## config.mk

```make
export PLATFORM = sky130hd
export DESIGN_NAME = nfs_fifo
export DESIGN_NICKNAME = d
export VERILOG_FILES = /design/src/rtl/nfs_fifo.sv
export SDC_FILE = /design/constraint.sdc
export NUM_CORES = 1
export LEC_CHECK = 0
export BUFFER_PORTS_ARGS = -buffer_cell sky130_fd_sc_hd__buf_4
export CAP_MARGIN = 10
export CORE_MARGIN = 2
export CORE_UTILIZATION = 43
export CTS_CLUSTER_SIZE = 10
export DETAILED_ROUTE_END_ITERATION = 8
export GPL_TIMING_DRIVEN = 0
export SYNTH_ARGS = -nofsm -noshare
export SYNTH_HDL_FRONTEND = slang
export SYNTH_SLANG_ARGS = --single-unit
```

## constraint.sdc

```tcl
create_clock -name i_clk -period 2.75 [get_ports i_clk]
set_clock_uncertainty 0.1 [all_clocks]
set_input_delay 0 -clock i_clk [delete_from_list [all_inputs] [get_ports i_clk]]
set_output_delay 0 -clock i_clk [all_outputs]
set_load 0.05 [all_outputs]
```

## src/rtl/nfs_fifo.sv

```systemverilog
`timescale 1ns / 1ps
// Small register queue with full/empty flags, used between the pipeline parts.
// Depends on nothing but its parameters.
module nfs_fifo #(
    parameter int DATA_W = 8,
    parameter int DEPTH  = 4
) (
    input  logic              i_clk,
    input  logic              i_rst_n,
    input  logic              i_push,
    input  logic [DATA_W-1:0] i_data,
    output logic              o_full,
    input  logic              i_pop,
    output logic [DATA_W-1:0] o_data,
    output logic              o_empty
);

    localparam int PTR_W = (DEPTH > 1) ? $clog2(DEPTH) : 1;
    localparam int CNT_W = $clog2(DEPTH + 1);

    logic [DATA_W-1:0] r_mem [DEPTH];
    logic [PTR_W-1:0]  r_wr;
    logic [PTR_W-1:0]  r_rd;
    logic [CNT_W-1:0]  r_cnt;
    logic              w_push;
    logic              w_pop;

    assign o_full  = (r_cnt == CNT_W'(DEPTH));
    assign o_empty = (r_cnt == '0);
    assign w_push  = i_push && !o_full;
    assign w_pop   = i_pop && !o_empty;
    assign o_data  = r_mem[r_rd];

    // Advance pointers and fill count
    always_ff @(posedge i_clk) begin
        if (!i_rst_n) begin
            r_wr  <= '0;
            r_rd  <= '0;
            r_cnt <= '0;
        end else begin
            if (w_push) begin
                r_wr <= (r_wr == PTR_W'(DEPTH - 1)) ? '0 : r_wr + 1'b1;
            end
            if (w_pop) begin
                r_rd <= (r_rd == PTR_W'(DEPTH - 1)) ? '0 : r_rd + 1'b1;
            end
            if (w_push && !w_pop) begin
                r_cnt <= r_cnt + 1'b1;
            end else if (w_pop && !w_push) begin
                r_cnt <= r_cnt - 1'b1;
            end
        end
    end

    // Hold queued entries
    always_ff @(posedge i_clk) begin
        if (w_push) begin
            r_mem[r_wr] <= i_data;
        end
    end

endmodule

```

# ---- Yosys cells after proc, flatten, opt, wreduce, memory -nomap -nowiden
# Memory sizes are Yosys's and may differ from the RTL's. A register that Yosys moved wholly into a read port is not among the register bits.
# Index checks and enable logic that the tools add are counted.
dict set report op_classes {
  add_sub_neg 4
  mul 0
  n_div 0
  order_cmp 0
  n_eq_ne 3
  shift 0
  muxes 8
  bitwise 0
  reduce_logical 10
}
# op count
set ops {}
lappend ops {{$mux 2} 4}
lappend ops {{$mux 3} 2}
lappend ops {{$add 2x1->2 const B} 2}
lappend ops {{$eq 2x2->1 const B} 2}
lappend ops {{$logic_and 1x1->1} 4}
lappend ops {{$logic_not 1->1} 4}
lappend ops {{$add 3x1->3 const B} 1}
lappend ops {{$eq 3x3->1 const B} 1}
lappend ops {{$logic_not 3->1} 1}
lappend ops {{$sub 3x1->3 const B} 1}
lappend ops {{$mux 1} 2}
lappend ops {{$reduce_bool 2->1} 1}
dict set report totals {
  reg_bits 7
  latch_bits 0
  ramBits 32
  romBits 0
  inputBits 12
  out_inout_bits 10
  elab_cells 29
  n_memories 1
}
# memory depth width rd rd_clocked_by_memory_dff write_ports line_no
set mem_list {}
lappend mem_list {r_mem 4 8 1 1 1 21} ;# logic [DATA_W-1:0] r_mem [DEPTH];

# ---- Longest topological paths before layout
dict set report logic_depth {
  word_depth 7
  depth_mapped 9
  depth_no_buf 8
}

# ---- Least setup slack after synthesis
# Ideal clock, no wire load.
dict set report synth_timing {
  kind {register to register}
  from {reg r_cnt[1]}
  to {reg r_cnt[2]}
  setup_time_ns 0.076
  arrival_ns 2.259
  setup_slack_ns 0.315
  path_stages_with_launch 10
  period_less_slack_ns 2.435
  path_cell_list {dfxtp_1 nor3b_2 nor2b_1 buf_2 ha_1 inv_1 fa_1 xor2_1 or3_1 a21boi_0}
}
dict set report synth_between {
  elab_chain_len 6
  word_cells_on_any_way 15
  cone_classes {add/sub: 2; eq/ne: 1; mux: 2; reduce/logical: 10}
}
# element line_no
set synth_rtl {}
lappend synth_rtl {{from (decl)} 24} ;# logic [CNT_W-1:0] r_cnt;
lappend synth_rtl {{from (signal assigned)} 48} ;# r_cnt <= r_cnt + 1'b1;
lappend synth_rtl {{from (signal assigned)} 50} ;# r_cnt <= r_cnt - 1'b1;
lappend synth_rtl {{$eq 3x3->1 (*)} 28} ;# assign o_full = (r_cnt == CNT_W'(DEPTH));
lappend synth_rtl {{via o_full} 12} ;# output logic o_full,
lappend synth_rtl {{$logic_not 1->1 (*)} 30} ;# assign w_push = i_push && !o_full;
lappend synth_rtl {{$logic_and 1x1->1 (*)} 30}
lappend synth_rtl {{via w_push} 25} ;# logic w_push;
lappend synth_rtl {{$logic_not 1->1} 49} ;# end else if (w_pop && !w_push) begin
lappend synth_rtl {{$logic_and 1x1->1} 49}
lappend synth_rtl {{$reduce_bool 2->1 (no source line)} n/a}
# Mark *: on every way through the listed nets, which the timed path passes. The rest lies on a longest branch. The select of a mux whose other input is x is not followed.
# A chain may end at the register's enable or synchronous reset.

# ---- Final worst setup path
dict set report layout_timing {
  from {reg r_cnt[1]}
  to {reg r_cnt[2]}
}
dict set report layout_between {
  elab_chain_len 6
  word_cells_on_any_way 15
  cone_classes {add/sub: 2; eq/ne: 1; mux: 2; reduce/logical: 10}
}
# element
set layout_rtl {}
lappend layout_rtl {{branches (longest 6 deep; another with $sub 3x1->3)}}
# Several ways; the timed one is not identified. The select of a mux whose other input is x is not followed.

==> results_dict.tcl <==
set metrics [dict create \
    path_depth 7 \
    synth-main-ff-cell "edfxtp_1" \
    die_h_um 65.6 \
    drt_iter0_drc 43 \
    startpoint "r_cnt[1]$_SDFFE_PN0P_" \
    relSlewSlack_pct 62.9 \
    syn_avg_cell_area_um2 17.5 \
    antenna_found_initial 0 \
    design_area_um2 2020 \
    ir_worst_vdd_mv 0.470 \
    core_um2 3660 \
    synth_fp_nets 112 \
    vias 860 \
    outcome "finished, final reports clean" \
    die_area_um2 4300 \
    ctsResizeCount 0 \
    synth_common_cells "edfxtp_1 (32), dfxtp_1 (9), mux4_2 (8), ha_1 (6), nand2_1 (6)" \
    cp_data_required_time_ps 2870 \
    worst_pin_slew_ps 551 \
    io_pins 22 \
    setup_viol_count_final 0 \
    synth_edf_count 32 \
    worst-path-buf-inv 1 \
    nNetsFinal 149 \
    dp_worst_setup_slack_ps 312 \
    worstSetupPathType "reg -> reg" \
    arrival_ps 2530 \
    post-route-drc-count 0 \
    areaGrowthSynthToFinish_pct 23.9 \
    min_period_ps 2420 \
    path_cells "o31ai_1 -> ha_1 -> inv_1 -> fa_1 -> xor2_1 -> or3_1 -> a21boi_0" \
    slew_violations 0 \
    syn_inst 93 \
    cp-start-kind "flop" \
    setup.worst_path.end "r_cnt[2]$_SDFFE_PN0P_" \
    hold_path_class "in -> reg" \
    finalSetupTns_ps 0 \
    yosys_warnings 0 \
    yosysSeqAreaShare_pct 70.0 \
    h-tree-depth 2 \
    clk_latency_ps 290 \
    power.density_nw_per_um2 922 \
    cts-root-buf "clkbuf_8" \
    port-buffer-count 21 \
    switching_share_pct 35.3 \
    power_frac_seq_pct 43.6 \
    grt_pass1_vias 896 \
    p_leak_nw 0.743 \
    worstReg2RegEnd "r_cnt[2]$_SDFFE_PN0P_" \
    clock-sinks 41 \
    routed_wl_um 2410 \
    grt-ovfl-total 0 \
    rsz0062_at_grt "false" \
    critPathMaxStageDelay_ps 530 \
    hpwl_um 1610 \
    vias_per_cell 4.80 \
    post_dp_cell_area_um2 1850 \
    fin_crit_sh_pct 87.9 \
    critPathTopFamily "compound AO/OA/AOI/OAI gates" \
    worst_setup_path_end_kind "flop" \
    dr.pass1.iters 2 \
    grt_pass1_wl_um 4080 \
    cts_max_path_buffers 2 \
    rr_startpoint "r_cnt[1]$_SDFFE_PN0P_" \
    drv_cap 0 \
    wl_per_cell_um 13.5 \
    async_reset_ff_share_pct 0 \
    fmax_ghz 0.414 \
    clk_pin_slew_worst_paths_ps 70 \
    yosys-top-cells-area "edfxtp_1 (59%), dfxtp_1 (11%), mux4_2 (11%)" \
    synth_top_area_cell "edfxtp_1" \
    gp_congestion 0.660 \
    intPower_mw 1.21 \
    yosysTopAreaCellShare_pct 58.9 \
    grt_use_total_pct 13.5 \
    cp_slowest_cell "o31ai_1" \
    grt_max_degree 13 \
    finalHoldViolCount 0 \
    rows 22 \
    p_switching_mw 0.657 \
    layout-drive-gt1-share_pct 29.8 \
    fp.dieW_um 65.6 \
    reg2reg_depth 7 \
    cts_buffers 5 \
    num_antenna_cells 0 \
    syn_area_um2 1630 \
    synth_most_common_cell "edfxtp_1" \
    start_util_pct 44.5 \
    cts_tree "built" \
    pwr-share-comb_pct 37.0 \
    p_clk_share_pct 19.4 \
    worst-r2r-setup-slack_ps 330 \
    ant_nets 0 \
    setup_ws_ps 333 \
    synthDistinctLibCells 23 \
    ys_ff_latch 41 \
    critPathMaxFanout 5 \
]
==> worst min path at each step <==
stage,from,depth (start not counted),end,slack (ps)
final,i_pop,3,r_rd[0]$_SDFFE_PN0P_,40
after global routing,i_pop,3,r_rd[0]$_SDFFE_PN0P_,100
after CTS,i_pop,3,r_rd[0]$_SDFFE_PN0P_,50
after detailed placement,i_data[6],1,r_mem[2][6]$_DFFE_PP_,110
after global placement,i_data[0],1,r_mem[1][0]$_DFFE_PP_,100
after floorplan,i_data[0],0,r_mem[0][0]$_DFFE_PP_,-1
==> metal layers <==
layer / vias up / global-route usage (%) / wire (um)
li1: 420 / - / -
met1: 414 / 13.8 / 975
met2: 20 / 25.1 / 1270
met3: 6 / 3.60 / 118
met4: 0 / 7.03 / 47
met5: - / 0 / 0
==> registers in the layout, indices dropped and copies added, names as in the netlist, named ones only <==
signal	flops
r_mem	32
r_rd	2
r_cnt	3
r_wr	2
==> per-stage QoR <==
stage	utilization, %	hold WS (ps)	instances	power [mW]
finish	55.2	44.2	179	1.86
global route	55.2	99.8	179	1.98
CTS	55.2	48.2	179	1.89
detailed placement	50.5	106	162	1.51
global placement	50.5	99.8	162	1.50
floorplan	-	-1.13	93	1.33
==> placed cells by master (no fill, tap or decap), types with 3 or more instances in the layout <==
master,netlist,final
ha_1,6,6
dlygate4sd3_1,0,9
nand2_1,6,6
buf_4,0,21
mux4_2,8,8
o21ai_0,3,3
clkbuf_8,0,5
dfxtp_1,9,9
and2_1,5,5
inv_1,3,3
mux2i_1,3,3
edfxtp_1,32,32
==> worst min-delay path, cell delays in order <==
cell and delay [ps]:
buf_4 110, o31ai_1 140, o21ai_0 130
==> final cells by class <==
class                           count  area, um^2
Clock buffer                        6        72.6
Clock inverter                      2        10.0
Inverter                            3        11.3
Sequential cell                    41        1140
Timing Repair Buffer               30         248
Multi-Input combinational cell     45         460
Buffer                              4        17.5
Tap cell                           48        60.1
Fill cell                         312        1640
==> power groups by stage <==
stage | combinational, mW | clock (mW) | sequential, mW
5_1_grt | 0.753 | 0.405 | 0.822
3_3_place_gp | 0.684 | 0 | 0.819
3_5_place_dp | 0.687 | 0 | 0.826
2_1_floorplan | 0.522 | 0 | 0.812
4_1_cts | 0.702 | 0.376 | 0.813
6_report | 0.689 | 0.362 | 0.812
==> cell families after synthesis <==
family          share of synthesized area, %
flops                                   70.0
simple gates                            6.60
mux                                     12.9
buf+inv                                 1.76
fa+ha+maj                               5.83
compound gates                          1.84
xor+xnor                                1.07
==> timing repair <==
action | 4_1_cts | 5_1_grt
setup buffers | 0 | 0
hold endpoints to repair | 34 | 0
hold buffers | 9 | 0
No activity file was read; power rests on OpenSTA's default activity.
