[src/rtl/nfs_pkg.sv]
`timescale 1ns / 1ps
// Shared constants and the quarter-wave sine generator for the frequency-shift unit.
// No dependencies; every file but nfs_fifo refers to it by scoped names.
package nfs_pkg;

    // Phase counter and frequency offset width
    localparam int PH_W = 21;

    // Exponential average shifts
    localparam int AVG_SHIFT   = 21;
    localparam int LEVEL_SHIFT = 17;

    // Depth of the queues between front, back and result port
    localparam int QUEUE_DEPTH = 4;

    // Odd Taylor coefficients of sin(pi/2 * x), Q30
    localparam logic [63:0] SIN_C1 = 64'd1686629713;
    localparam logic [63:0] SIN_C3 = 64'd693598669;
    localparam logic [63:0] SIN_C5 = 64'd85569306;
    localparam logic [63:0] SIN_C7 = 64'd5026995;
    localparam logic [63:0] SIN_C9 = 64'd172272;

    // Quarter-wave sine entry for address a, Q1.15, evaluated at elaboration
    function automatic logic [15:0] rom_sin(input logic [63:0] a, input int abits);
        logic [63:0] x;
        logic [63:0] x2;
        logic [63:0] p;
        logic [63:0] s;
        logic [63:0] r;
        x  = a << (30 - abits);
        x2 = (x * x) >> 30;
        p  = SIN_C9;
        p  = SIN_C7 - ((x2 * p) >> 30);
        p  = SIN_C5 - ((x2 * p) >> 30);
        p  = SIN_C3 - ((x2 * p) >> 30);
        p  = SIN_C1 - ((x2 * p) >> 30);
        s  = (x * p) >> 30;
        r  = (s + 64'd16384) >> 15;
        if (r > 64'd32767) begin
            r = 64'd32767;
        end
        return r[15:0];
    endfunction

endpackage

[src/rtl/nfs_front.sv]
`timescale 1ns / 1ps
// Front part: accepts samples, reduces the offset, advances phase and level averages.
// Depends on nfs_pkg.
module nfs_front #(
    parameter int PHASE_MODULUS = 2048000,
    parameter int SAMPLE_BITS   = 16
) (
    input  logic                                     i_clk,
    input  logic                                     i_rst_n,
    input  logic                                     i_push,
    output logic                                     o_full,
    input  logic signed [SAMPLE_BITS-1:0]            i_sample_i,
    input  logic signed [SAMPLE_BITS-1:0]            i_sample_q,
    input  logic signed [nfs_pkg::PH_W-1:0]          i_freq_offset,
    input  logic                                     i_last_of_block,
    output logic                                     o_item_push,
    input  logic                                     i_item_full,
    output logic [nfs_pkg::PH_W+5*SAMPLE_BITS:0]     o_item
);

    localparam int    PW      = nfs_pkg::PH_W;
    localparam int    SB      = SAMPLE_BITS;
    localparam int    RW      = PW + 1;
    localparam int    AS      = nfs_pkg::AVG_SHIFT;
    localparam int    LS      = nfs_pkg::LEVEL_SHIFT;
    localparam int    AW      = SB + AS + 1;
    localparam int    LW      = SB + LS + 1;
    localparam int    PAY_W   = 2 * SB + 1;
    localparam longint RF     = (longint'(1) << PW) / PHASE_MODULUS;
    localparam int    Q_W     = $clog2(RF + 1);
    localparam int    MW      = PW + Q_W;
    localparam longint WRAP_L = (longint'(1) << PW) % PHASE_MODULUS;
    localparam longint LVL_RST_L = ((longint'(1) << (SB - 1 + LS)) + 5) / 10;
    localparam logic [PW-1:0] MOD     = PW'(PHASE_MODULUS);
    localparam logic [PW-1:0] WRAP    = PW'(WRAP_L);
    localparam logic [LW-1:0] LVL_RST = LW'(LVL_RST_L);

    logic [5:0]        r_v;
    logic              w_en;
    logic              w_accept;
    logic [PAY_W-1:0]  r_pay [1:6];
    logic [PW-1:0]     r_off [1:3];
    logic [MW-1:0]     r_p2;
    logic [RW-1:0]     r_qm3;
    logic [PW-1:0]     r_res4;
    logic              r_neg4;
    logic [PW-1:0]     r_o5;
    logic [PW-1:0]     r_phase;
    logic [AW-1:0]     r_acc_i;
    logic [AW-1:0]     r_acc_q;
    logic [LW-1:0]     r_acc_l;

    logic [Q_W-1:0]    w_q;
    logic [MW-1:0]     w_qm;
    logic [RW-1:0]     w_r;
    logic [RW-1:0]     w_r2;
    logic [RW-1:0]     w_t;
    logic [PW-1:0]     w_o;
    logic [RW-1:0]     w_pd;
    logic [PW-1:0]     n_phase;
    logic signed [SB-1:0] w_si5;
    logic signed [SB-1:0] w_sq5;
    logic [SB-1:0]     w_ai;
    logic [SB-1:0]     w_aq;
    logic [AW-1:0]     n_acc_i;
    logic [AW-1:0]     n_acc_q;
    logic [LW-1:0]     n_acc_l;
    logic [SB:0]       w_lvl;
    logic [SB-1:0]     w_lvl_sat;

    // Pipeline moves whenever its last stage can leave
    assign w_en        = !r_v[5] || !i_item_full;
    assign o_full      = !w_en;
    assign w_accept    = i_push && w_en;
    assign o_item_push = r_v[5] && !i_item_full;

    // Offset modulo: reciprocal estimate, one correction, sign fold
    assign w_q  = r_p2[PW +: Q_W];
    assign w_qm = MW'(w_q) * MW'(MOD);
    assign w_r  = {1'b0, r_off[3]} - r_qm3;
    assign w_r2 = (w_r >= {1'b0, MOD}) ? (w_r - {1'b0, MOD}) : w_r;
    assign w_t  = {1'b0, r_res4} - {1'b0, WRAP};
    assign w_o  = !r_neg4 ? r_res4 : (w_t[PW] ? (w_t[PW-1:0] + MOD) : w_t[PW-1:0]);

    // Phase step, kept in 0 .. modulus-1
    assign w_pd    = {1'b0, r_phase} - {1'b0, r_o5};
    assign n_phase = w_pd[PW] ? (w_pd[PW-1:0] + MOD) : w_pd[PW-1:0];

    // Level tracking on the raw sample magnitudes
    assign w_si5   = $signed(r_pay[5][PAY_W-1 -: SB]);
    assign w_sq5   = $signed(r_pay[5][SB:1]);
    assign w_ai    = w_si5[SB-1] ? SB'(-w_si5) : SB'(w_si5);
    assign w_aq    = w_sq5[SB-1] ? SB'(-w_sq5) : SB'(w_sq5);
    assign n_acc_i = r_acc_i - (r_acc_i >> AS) + AW'(w_ai);
    assign n_acc_q = r_acc_q - (r_acc_q >> AS) + AW'(w_aq);
    assign n_acc_l = r_acc_l - (r_acc_l >> LS) + LW'(w_ai) + LW'(w_aq);

    // Output fields derived from the state left by the item in the last stage
    assign w_lvl     = r_acc_l[LW-1:LS];
    assign w_lvl_sat = w_lvl[SB] ? '1 : w_lvl[SB-1:0];
    assign o_item    = {r_phase, r_pay[6][PAY_W-1:1], w_lvl_sat,
                        r_acc_i[AS +: SB], r_acc_q[AS +: SB], r_pay[6][0]};

    // Hold valid bits and the running state
    always_ff @(posedge i_clk) begin
        if (!i_rst_n) begin
            r_v     <= '0;
            r_phase <= '0;
            r_acc_i <= '0;
            r_acc_q <= '0;
            r_acc_l <= LVL_RST;
        end else if (w_en) begin
            r_v <= {r_v[4:0], w_accept};
            if (r_v[4]) begin
                r_phase <= n_phase;
                r_acc_i <= n_acc_i;
                r_acc_q <= n_acc_q;
                r_acc_l <= n_acc_l;
            end
        end
    end

    // Advance payload through the stages
    always_ff @(posedge i_clk) begin
        if (w_en) begin
            r_pay[1] <= {i_sample_i, i_sample_q, i_last_of_block};
            for (int s = 2; s <= 6; s++) begin
                r_pay[s] <= r_pay[s-1];
            end
            r_off[1] <= i_freq_offset;
            r_off[2] <= r_off[1];
            r_off[3] <= r_off[2];
            r_p2     <= MW'(r_off[1]) * MW'(RF);
            r_qm3    <= w_qm[RW-1:0];
            r_res4   <= w_r2[PW-1:0];
            r_neg4   <= r_off[3][PW-1];
            r_o5     <= w_o;
        end
    end

endmodule

[config.mk]
export PLATFORM = sky130hd
export DESIGN_NAME = nfs_front
export DESIGN_NICKNAME = d
export VERILOG_FILES = /design/src/rtl/nfs_pkg.sv /design/src/rtl/nfs_front.sv
export SDC_FILE = /design/constraint.sdc
export NUM_CORES = 1
export LEC_CHECK = 0
export BUFFER_PORTS_ARGS = -buffer_cell sky130_fd_sc_hd__buf_2
export CELL_PAD_IN_SITES_DETAIL_PLACEMENT = 1
export CELL_PAD_IN_SITES_GLOBAL_PLACEMENT = 1
export CORE_AREA = 2 2 331 169
export DETAILED_ROUTE_END_ITERATION = 8
export DIE_AREA = 0 0 333 171
export HOLD_SLACK_MARGIN = 0.15
export PLACE_DENSITY = 0.72
export SYNTH_ARGS = -nofsm -noshare
export SYNTH_HDL_FRONTEND = slang
export SYNTH_SLANG_ARGS = --single-unit
export TNS_END_PERCENT = 20
[constraint.sdc]
create_clock -name i_clk -period 13 [get_ports i_clk]
set_input_delay 1.3 -clock i_clk [delete_from_list [all_inputs] [get_ports i_clk]]
set_output_delay 1.3 -clock i_clk [all_outputs]
set_load 0.02 [all_outputs]
## Word-level counts from Yosys, hierarchy flattened

Memory sizes are Yosys's and may differ from the RTL's.
Index checks and enable logic that the tools add are counted.

| word-level totals | value |
|---|---|
| flip-flop bits (word level) | 180 |
| RAM bits | 261 |
| bits of input ports | 58 |
| output and inout bits | 104 |
| logic and storage cells | 41 |
| memories kept | 2 |

Memory list:

| name | words | bits a word | read ports | clocked after memory_dff | write ports | line | text |
|---|---|---|---|---|---|---|---|
| r_pay | 6 | 33 | 6 | 0 | 6 | nfs_front.sv:41 | `logic [PAY_W-1:0] r_pay [1:6];` |
| r_off | 3 | 21 | 3 | 0 | 3 | nfs_front.sv:42 | `logic [PW-1:0] r_off [1:3];` |

| operators by class | value |
|---|---|
| add/sub/neg operators | 14 |
| order comparisons | 1 |
| mux-type cells | 9 |
| reduce and logical (&&, ||, !) cells | 7 |

Operators by type and width:

| cell | number |
|---|---|
| 2-to-1 mux 21 bit | 4 |
| adder 38 x 16 -> 38 bit | 2 |
| subtractor 38 x 17 -> 38 bit | 2 |
| adder 34 x 16 -> 34 bit | 2 |
| 2-to-1 mux 16 bit | 3 |
| adder 21 bit, second input constant | 2 |
| subtractor 34 x 17 -> 34 bit | 1 |
| negation 16 bit | 2 |
| subtractor 21 x 16 -> 22 bit, second input constant | 1 |
| subtractor 21 x 21 -> 22 bit | 1 |
| greater-or-equal comparator 21 bit, second input constant | 1 |
| subtractor 21 bit, second input constant | 1 |
| logical NOT 1 bit | 3 |
| logical AND 1 bit | 2 |
| 2-to-1 mux 1 bit | 2 |
| AND reduction 2 bit | 1 |
| logical OR 1 bit | 1 |

## Depth between registers and ports, before layout

Gate-level depths: netlist of run 1.
An unclocked memory read counts as a cell.

| depth | value |
|---|---|
| depth in word-level cells | 5 |
| gate-level depth with buffers | 23 |
| gate-level depth less buffers | 23 |

## Worst setup path before layout of run 1

No wires, ideal clock.

| timing | value |
|---|---|
| path kind | input-to-output |
| start | input i_item_full |
| end | output o_full |
| arrival time | 9.560 ns |
| required time | 11.700 ns |
| slack | 2.140 ns |
| stages | 2 |
| buffers on the path | 0 |
| cell sequence | nand2_1 -> inv_1 |

| between the ends | value |
|---|---|
| word-level cells in the longest chain between the ends | 3 |

RTL lines:

| item | line | text |
|---|---|---|
| start, declared | nfs_front.sv:17 | `input logic i_item_full,` |
| logical NOT 1 bit | nfs_front.sv:72 | `assign w_en = !r_v[5] \|\| !i_item_full;` |
| logical OR 1 bit | nfs_front.sv:72 |  |
| logical NOT 1 bit | nfs_front.sv:73 | `assign o_full = !w_en;` |
| end, declared | nfs_front.sv:11 | `output logic o_full,` |

No other way between the ends.

==> Flow_metrics.wiki, run 1 <==
{| class="wikitable"
! Metric !! Value
|-
| Proportion of layout cells with a drive suffix above 1 || between 10% and 20%
|-
| CORE AREA || between 50000 and 60000 sq um
|-
| Adder and majority cell fraction of the synthesized area || approximately 14%
|-
| Detailed-route vias per instance || 5.52
|-
| Total number of nets in the final design || around 2700
|-
| Antenna-violating nets left || 0
|-
| Number of setup violations in the final report || 0
|-
| Multiplexer share of the synthesized area || less than 1%
|-
| Max Transition Viols Final || 0
|-
| Top flip-flop cell by instance count after synthesis || sky130_fd_sc_hd__edfxtp_1
|-
| Fraction of the mapped netlist area in simple logic gates || a little under an eighth
|-
| Number of top-level pins || ~160
|-
| Most common cell after layout, fill and taps aside || sky130_fd_sc_hd__edfxtp_1
|-
| Total wire length after detailed routing || 66.8 mm
|-
| LEAKAGE || around 12 nW
|-
| H-tree depth || 2
|-
| Drt initial violations || about 1200
|-
| Total number of placement rows || slightly above 60
|-
| Synth Area in XOR/XNOR || approximately 5.0%
|-
| Required time worst endpoint || ~13 ns
|-
| Share of total power in combinational logic || around a fifth
|-
| Fraction of synthesized cell area taken by the top area cell type || between 30 and 40%
|-
| Worst slew pin tran || roughly 1.2 ns
|-
| Setup repair after global routing missed its margin || false
|-
| Initial antenna violation count || 1
|-
| Critical Path Source Type || register
|-
| Number of remaining DRC errors || 0
|-
| Clock buffer count from CTS || 41
|-
| Total global routing track utilization || between 20% and 30%
|-
| Count of state elements after synthesis || roughly 440
|-
| CTS tree || done
|-
| DR vias || roughly 17000
|-
| Post-DP HPWL || approximately 51 mm
|-
| Psw || between 1 and 1.5 mW
|-
| Kind of cell adding the most delay to the critical path || compound AO/OA/AOI/OAI gates
|-
| VDD IR max || slightly below 0.1 mV
|-
| Total of warnings raised by yosys || 0
|-
| Via count of the first global-routing pass || 17300
|-
| Pin count of the biggest net entering global routing || 98
|-
| Die boundary width || 333 um
|-
| Final Core Density || about 50%
|-
| Root Driver || sky130_fd_sc_hd__clkbuf_16
|-
| Complex-gate fraction of the synthesized area || around 14%
|-
| Worst Setup End Kind || register
|-
| Number of buffers added on ports || 161
|-
| Clock edge transition at the registers on the reported setup and hold paths || roughly 0.07 ns
|-
| Data arrival time at the worst-slack endpoint || 6.67 ns
|-
| Main combinational cell family by area after synthesis || compound AO/OA/AOI/OAI gates
|-
| Top fanout value on the critical path || 7
|-
| Count of maximum capacitance violations || 0
|-
| Kind of path behind the tightest hold check || register to register
|-
| Netlist cell types || 74
|-
| Sum of negative setup slack || 0 ns
|-
| Net switching fraction of the power || 29.0%
|-
| Biggest cell delay along the critical path || roughly 0.73 ns
|-
| Post-synthesis sequential area ratio || approximately half
|-
| Leading area contributor after synthesis || sky130_fd_sc_hd__edfxtp_1
|-
| Grt ovf || 0
|-
| Average detailed-routed wire length per instance || 21.4 um
|-
| Clock tree skew after final layout || 0.0328 ns
|-
| Critical path cell sequence || or4_1, nor4_1, nand2b_1, or2_2, o21ai_0, xor2_1, inv_1, fa_1, inv_1, fa_1, inv_1, ha_1, o21ai_0, a21oi_1, o21a_1, o211ai_1, a211oi_1, o311ai_0, a21bo_2, a32o_1
|-
| Post-synthesis cell area || about 24000 sq um
|-
| Layout overhead on the synthesized area || 11.3%
|-
| Average cell area after synthesis || 10.7 sq um
|-
| Hold Fails Final Rpt || 0
|-
| Clock period minus final worst setup slack || slightly above 6 ns
|-
| Number of buffer and inverter stages on the critical path || 3
|-
| Count of TritonRoute iterations in the first routing pass || 5
|-
| Asr flop ratio synth || 0%
|-
| Mapped Cells || between 2000 and 2500
|-
| Cell mode on critical path || sky130_fd_sc_hd__inv_1
|-
| Area used by sequential logic in the layout || approximately 12000 sq um
|-
| Number of inserted diodes || 0
|-
| Area used by multi-input combinational logic || around 11000 sq um
|-
| Post-synthesis net count || around 2500
|-
| Number of enable-type register cells in the synthesized netlist || ~300
|-
| Insertion delay of the later-clocked pin in the worst-skew pair || roughly 0.58 ns
|-
| Outcome || finished clean
|-
| Leading cell types in the layout, fill and taps excluded || 304 x sky130_fd_sc_hd__edfxtp_1, 262 x sky130_fd_sc_hd__inv_1, 214 x sky130_fd_sc_hd__nand2_1, 160 x sky130_fd_sc_hd__buf_2, 159 x sky130_fd_sc_hd__ha_1
|-
| Clk buf depth || 3
|-
| Y dimension of the die || roughly 170 um
|-
| PostCTS Resize Cnt || 0
|-
| Areal power density over the cells || 137 nW/um^2
|-
| Maximum achievable frequency || 161 MHz
|-
| Area enclosed by the die boundary || ~57000 sq um
|-
| Filler Cell Count || around 6000
|-
| Global-route wire length before repair || slightly above 100 mm
|-
| Fin cells || about 3100
|-
| Relative contribution of the clock network to total power || 34.9%
|-
| Final RePlAce weighted congestion || 0.913
|-
| Final period utilization || between 40% and 50%
|-
| Relative max-transition margin || 20.3%
|-
| Sequential cell fraction of total power || between 40% and 50%
|-
| Kind of critical path || register to register
|-
| # Post-CTS Setup Buffers || 0
|-
| Starting utilization of the core area || ~44%
|-
| Number of hold buffers added after CTS || 0
|-
| Cell-internal power || around 2.6 mW
|-
| Cell types with the largest area share after synthesis || sky130_fd_sc_hd__edfxtp_1 38%, sky130_fd_sc_hd__dfxtp_1 11%, sky130_fd_sc_hd__ha_1 8.2%
|-
| Number of placed cells counting well taps || around 3100
|-
| Cell with the largest stage delay on the worst path || sky130_fd_sc_hd__a211oi_1
|-
| Total clock sinks || ~440
|}
==> power groups by stage <==
stage          Combinational (mW)  Clock [mW]  Sequential (mW)
3_5_place_dp                0.766           0             1.63
2_1_floorplan               0.554           0             1.62
5_1_grt                     0.866        1.37             1.61
4_1_cts                     0.774        1.31             1.60
3_3_place_gp                0.738           0             1.63
6_report                    0.786        1.28             1.60
==> layer usage <==
metal,routed length [um],vias up,GRT usage (%)
met5,13,-,0
met4,1060,2,4.43
met3,4580,86,4.06
met2,27100,427,33.4
met1,34000,8580,36.3
li1,-,8165,-
==> sequential cells by signal (all words and copies together) (netlist names) <==
| register | cells |
|---|---|
| r_acc_l | 34 |
| r_v | 6 |
| r_acc_i | 38 |
| r_pay | 198 |
| r_res4 | 21 |
| r_off | 63 |
| r_acc_q | 38 |
| r_phase | 21 |
| r_o5 | 21 |
| r_neg4 | 1 |
==> layout make-up <==
cell class / instances / area share, %
multi-input cells: 1452 / 40.1
inverters: 263 / 3.67
well taps: 724 / 3.37
clock inverters: 20 / 0.992
flip-flops and latches: 441 / 44.2
clock buffers: 56 / 4.29
repair buffers: 171 / 3.33
==> final timing paths <==
check | start | end | slack (ns) | depth (start not counted)
hold / removal | r_off[0][30] | r_off[0][51] | 0.41 | 0
setup reg to reg | r_pay[2][54] | r_acc_l[31] | 6.79 | 20
hold reg to reg | r_off[0][30] | r_off[0][51] | 0.41 | 0
setup / recovery | r_pay[2][54] | r_acc_l[31] | 6.79 | 20
==> kinds of logic after synthesis <==
| family | after synthesis |
|---|---|
| AND/OR/NAND/NOR | 552 |
| AO/OA/AOI/OAI | 533 |
| flip-flops | 441 |
| buffers and inverters | 369 |
| adder cells (fa/ha/maj) | 224 |
| XOR/XNOR | 137 |
| multiplexers | 6 |
==> worst register-to-register path: stages (launching register included) <==
cell	delay (ns)
sky130_fd_sc_hd__edfxtp_1	0.45
sky130_fd_sc_hd__or4_1	0.60
sky130_fd_sc_hd__nor4_1	0.30
sky130_fd_sc_hd__nand2b_1	0.16
sky130_fd_sc_hd__or2_2	0.32
sky130_fd_sc_hd__o21ai_0	0.21
sky130_fd_sc_hd__xor2_1	0.28
sky130_fd_sc_hd__inv_1	0.10
sky130_fd_sc_hd__fa_1	0.49
sky130_fd_sc_hd__inv_1	0.06
sky130_fd_sc_hd__fa_1	0.54
sky130_fd_sc_hd__inv_1	0.05
sky130_fd_sc_hd__ha_1	0.41
sky130_fd_sc_hd__o21ai_0	0.16
sky130_fd_sc_hd__a21oi_1	0.17
sky130_fd_sc_hd__o21a_1	0.16
sky130_fd_sc_hd__o211ai_1	0.14
sky130_fd_sc_hd__a211oi_1	0.73
sky130_fd_sc_hd__o311ai_0	0.28
sky130_fd_sc_hd__a21bo_2	0.28
sky130_fd_sc_hd__a32o_1	0.24
==> metrics by stage <==
step                setup slack, ns  total power, mW  hold WS, ns  cell area (sq um)
floorplan                      2.14             2.18        0.400              24100
global placement               7.04             2.36        0.401              25400
detailed placement             6.84             2.40        0.406              25400
CTS                            6.84             3.69        0.415              26900
global route                   6.33             3.84        0.418              26900
finish                         6.79             3.67        0.407              26900
==> synth_stat cells, drive strengths merged, types with 16 or more instances <==
| library cell | n |
|---|---|
| edfxtp | 304 |
| inv | 262 |
| nand2 | 217 |
| ha | 159 |
| o21ai | 141 |
| dfxtp | 137 |
| a21oi | 111 |
| clkbuf | 71 |
| xor2 | 70 |
| a21o | 68 |
| xnor2 | 67 |
| fa | 65 |
| nor2 | 64 |
| and2 | 61 |
| nand3 | 40 |
| buf | 35 |
| nor2b | 26 |
| and3 | 25 |
| nor3 | 23 |
| nand2b | 22 |
| a21boi | 21 |
| o22ai | 20 |
| a211oi | 18 |
| a31oi | 18 |
| nand4 | 18 |
| o211ai | 18 |
| o21a | 16 |
Note: power is estimated with default switching activity, not from simulation.
==> inputs of run 2 (changes only) <==
Settings changed: ABC_AREA set to 1, CORE_AREA 2 2 331 169 to 2 2 349 178, DIE_AREA 0 0 333 171 to 0 0 351 180, PLACE_DENSITY 0.72 to 0.74.
Clock period 13 ns to 5.4 ns, I/O delays scaled along.
==> run 2 against run 1 <==
Against the previous run:
- clock power increased to 2.6 times the previous value
- sequential power up 150%
- critical path depth rose by 3
- wire length grew 30%
- maximum frequency up 25%
- non-clock buffer count grew 56
- worst setup slack got worse by 6.4 ns
- total power rose to 2.9 times the previous value
- via count up 23%
- register-to-register slack lost 6.4 ns
- cell count increased by 28%
- critical endpoint is now r_acc_l[25]
==> Flow_metrics.wiki, run 2 <==
{| class="wikitable"
! Metric !! Value
|-
| Maximum achievable frequency || a little over 200 MHz
|-
| Final period utilization || between 90 and 100%
|-
| Largest registers ranked by flip-flop count || r_pay x198, r_off x63
|-
| Post-synthesis cell area || between 20000 and 30000 sq um
|-
| Areal power density over the cells || 357 nW/um^2
|-
| Overall power after layout || roughly 10 mW
|-
| Worst Setup SP || r_pay[2][50]
|-
| Total number of placement rows || 64
|-
| Max Transition Viols Final || 0
|-
| Number of setup violations in the final report || 0
|-
| Top register by number of flip-flops || r_pay
|-
| Number of top-level pins || 162
|-
| Setup slack on the worst flop-to-flop path || 0.43 ns
|-
| Required time worst endpoint || ~5.9 ns
|-
| Number of enable-type register cells in the synthesized netlist || around 300
|-
| Worst Setup End Kind || register
|-
| Relative max-transition margin || between 20% and 30%
|-
| Average cell area after synthesis || 8.72 sq um
|-
| Endpoint of the most critical register-to-register path || r_acc_l[25]
|-
| Final Core Density || between 40 and 50%
|-
| Endpoint of the worst hold path || r_v[0]
|-
| Biggest cell delay along the critical path || 0.59 ns
|-
| Total wire length after detailed routing || ~87 mm
|-
| Y dimension of the die || 180 um
|-
| Filler Cell Count || a little over 7000
|-
| Area used by sequential logic in the layout || around 12000 sq um
|-
| Number of inserted diodes || 0
|-
| Data arrival time at the worst-slack endpoint || roughly 5.5 ns
|-
| Total global routing track utilization || 27.6%
|-
| Top flip-flop cell by instance count after synthesis || sky130_fd_sc_hd__edfxtp_1
|-
| Sum of negative setup slack || 0 ns
|-
| Clock buffer count from CTS || 43
|-
| DR vias || ~21000
|-
| Root Driver || sky130_fd_sc_hd__clkbuf_16
|-
| Layout overhead on the synthesized area || 13.8%
|-
| Drt initial violations || roughly 1800
|-
| Insertion delay of the later-clocked pin in the worst-skew pair || 0.61 ns
|-
| Final RePlAce weighted congestion || between 0.9 and 1
|-
| Leading cell types in the layout, fill and taps excluded || 543 x sky130_fd_sc_hd__inv_1, 497 x sky130_fd_sc_hd__nand2_1, 304 x sky130_fd_sc_hd__edfxtp_1, 289 x sky130_fd_sc_hd__nor2_1, 260 x sky130_fd_sc_hd__a21oi_1
|-
| Worst slew pin tran || around 1.1 ns
|-
| Post-synthesis net count || 3235
|-
| Number of buffers added on ports || 161
|-
| Kind of critical path || register to register
|-
| Mapped Cells || 2953
|-
| Grt ovf || 0
|-
| Starting utilization of the core area || between 40% and 50%
|-
| Most common cell after layout, fill and taps aside || sky130_fd_sc_hd__inv_1
|-
| Most common cell in the netlist || sky130_fd_sc_hd__inv_1
|-
| Pin count of the biggest net entering global routing || between 90 and 100
|-
| Count of maximum capacitance violations || 0
|-
| Cell mode on critical path || sky130_fd_sc_hd__inv_1
|-
| Area used by multi-input combinational logic || around 11000 sq um
|-
| Total clock sinks || between 400 and 500
|-
| H-tree depth || 2
|-
| Leading area contributor after synthesis || sky130_fd_sc_hd__edfxtp_1
|-
| Critical path cell sequence || inv_1, ha_1, inv_1, nor2_1, inv_1, o31ai_1, xor2_1, fa_1, inv_1, fa_1, inv_1, ha_1, a21o_1, nand2_1, nand3_1, a21oi_2, o21bai_1, nand2_1, nand2_1, nand2_1, nand2_1, o21ai_1, inv_1
|-
| Outcome || finished clean
|-
| Worst hold path cell count || 3
|-
| VDD IR max || roughly 0.24 mV
|-
| LEAKAGE || roughly 14 nW
|-
| Total number of nets in the final design || 3430
|-
| Count of TritonRoute iterations in the first routing pass || 6
|-
| Area enclosed by the die boundary || 63200 sq um
|-
| Kind of path behind the tightest hold check || input pin to register
|-
| Launching point of the worst reg2reg path || r_pay[2][50]
|-
| Clock tree skew after final layout || between 0.03 and 0.04 ns
|-
| Global-route wire length before repair || roughly 130 mm
|-
| CORE AREA || about 60000 sq um
|-
| CTS tree || done
|-
| Number of remaining DRC errors || 0
|-
| Initial antenna violation count || 2
|-
| Critical Path Source Type || register
|-
| Beginning of the worst hold path || i_push
|-
| Cell with the largest stage delay on the worst path || sky130_fd_sc_hd__xor2_1
|-
| Antenna-violating nets left || 0
|-
| Fraction of synthesized cell area taken by the top area cell type || 35.5%
|-
| Top fanout value on the critical path || 5
|-
| Flip-flop count of the largest register after layout || ~200
|-
| Clock period minus final worst setup slack || 4.97 ns
|-
| Detailed-route vias per instance || ~5.3
|-
| Asr flop ratio synth || 0%
|-
| Count of state elements after synthesis || ~440
|-
| Post-synthesis sequential area ratio || a little under half
|-
| Via count of the first global-routing pass || around 22000
|-
| Post-DP HPWL || roughly 67 mm
|-
| Clock edge transition at the registers on the reported setup and hold paths || about 0.07 ns
|-
| List of most frequent post-synthesis cells || 544 x sky130_fd_sc_hd__inv_1, 498 x sky130_fd_sc_hd__nand2_1, 304 x sky130_fd_sc_hd__edfxtp_1
|-
| Average detailed-routed wire length per instance || about 22 um
|-
| Setup repair after global routing missed its margin || false
|-
| Die boundary width || between 300 and 400 um
|-
| Cell types with the largest area share after synthesis || sky130_fd_sc_hd__edfxtp_1 35%, sky130_fd_sc_hd__dfxtp_1 11%, sky130_fd_sc_hd__inv_1 7.9%
|-
| R2r worst-path depth || 23
|-
| Clk buf depth || 3
|-
| Netlist cell types || 45
|-
| Proportion of layout cells with a drive suffix above 1 || 10.0%
|-
| Total of warnings raised by yosys || 0
|-
| Hold Fails Final Rpt || 0
|}
-- run 2: changes by cell type after synthesis, sizes merged, moves of 56 or more --
cell | previous run | this run
inv | 262 | 559
and2 | 61 | 0
o21ai | 141 | 200
nand2 | 217 | 523
a21o | 68 | 12
nand3 | 40 | 111
a21oi | 111 | 267
nor2 | 64 | 300
-- run 2: through the flow --
| stage | instances | hold WS, ns | setup WS [ns] | cell area [sq um] |
|---|---|---|---|---|
| final | 4008 | 0.215 | 0.427 | 29300 |
| after global routing | 4008 | 0.201 | 0.0116 | 29300 |
| after CTS | 4008 | 0.203 | 0.461 | 29300 |
| after detailed placement | 3874 | 0.405 | 0.506 | 27300 |
| after global placement | 3874 | 0.400 | 0.690 | 27300 |
| after floorplan | 2953 | 0.400 | 1.28 | 25700 |
-- run 2: cell families after synthesis --
group	count (synthesis)	synth area share [%]
XOR/XNOR	95	3.23
adder cells (fa/ha/maj)	224	12.8
buffers and inverters	638	9.85
AND/OR/NAND/NOR	1014	16.6
AO/OA/AOI/OAI	541	11.4
flip-flops	441	46.1
-- run 2: worst max-delay path by stage --
| stage | endpoint | slack (ns) | depth (start not counted) |
|---|---|---|---|
| after CTS | r_acc_l[23] | 0.46 | 22 |
| final | r_acc_l[25] | 0.43 | 23 |
| after detailed placement | r_acc_l[23] | 0.51 | 22 |
| after global placement | r_acc_l[29] | 0.69 | 23 |
| after global routing | r_acc_l[23] | 0.01 | 22 |
| after floorplan | r_acc_i[24] | 1.28 | 8 |
-- run 2: critical path: cells and delay by family, from the launching register on --
kind | cells | cell delay, ns
DFF | 1 | 0.42
xor gates and xnor gates | 1 | 0.59
buffers and inverters | 6 | 0.50
and+or+nand+nor | 7 | 0.64
adders and majority gates | 4 | 1.39
AOI/OAI and AO/OA | 5 | 1.31
-- run 2: routing by layer --
metal	vias to the layer above	GRT usage [%]	routed length, um
met1	10500	43.2	43500
met3	89	6.75	7450
li1	10000	-	-
met5	-	0	0
met2	680	38.3	34700
met4	0	4.84	1270
-- run 2: report_power, final --
group | internal, mW | leakage, nW | total, mW | switching, mW
clock | 1.84 | 0.725 | 3.30 | 1.46
combinational | 0.997 | 9.04 | 3.24 | 2.24
sequential | 3.81 | 4.33 | 3.93 | 0.119
total | 6.64 | 14.1 | 10.5 | 3.82
-- run 2: repair_timing --
item,4_1_cts,5_1_grt
resized for setup,0,1
endpoints found under the setup margin,0,3
hold endpoints to repair,54,0
hold buffers,54,0
setup buffers,0,0
-- run 2: final cells by class --
cell class              count  area share, %
flip-flops and latches    441           40.5
multi-input cells        1874           38.7
inverters                 561           7.20
repair buffers            227           4.90
clock buffers              52           3.79
well taps                 825           3.52
clock inverters            28           1.32
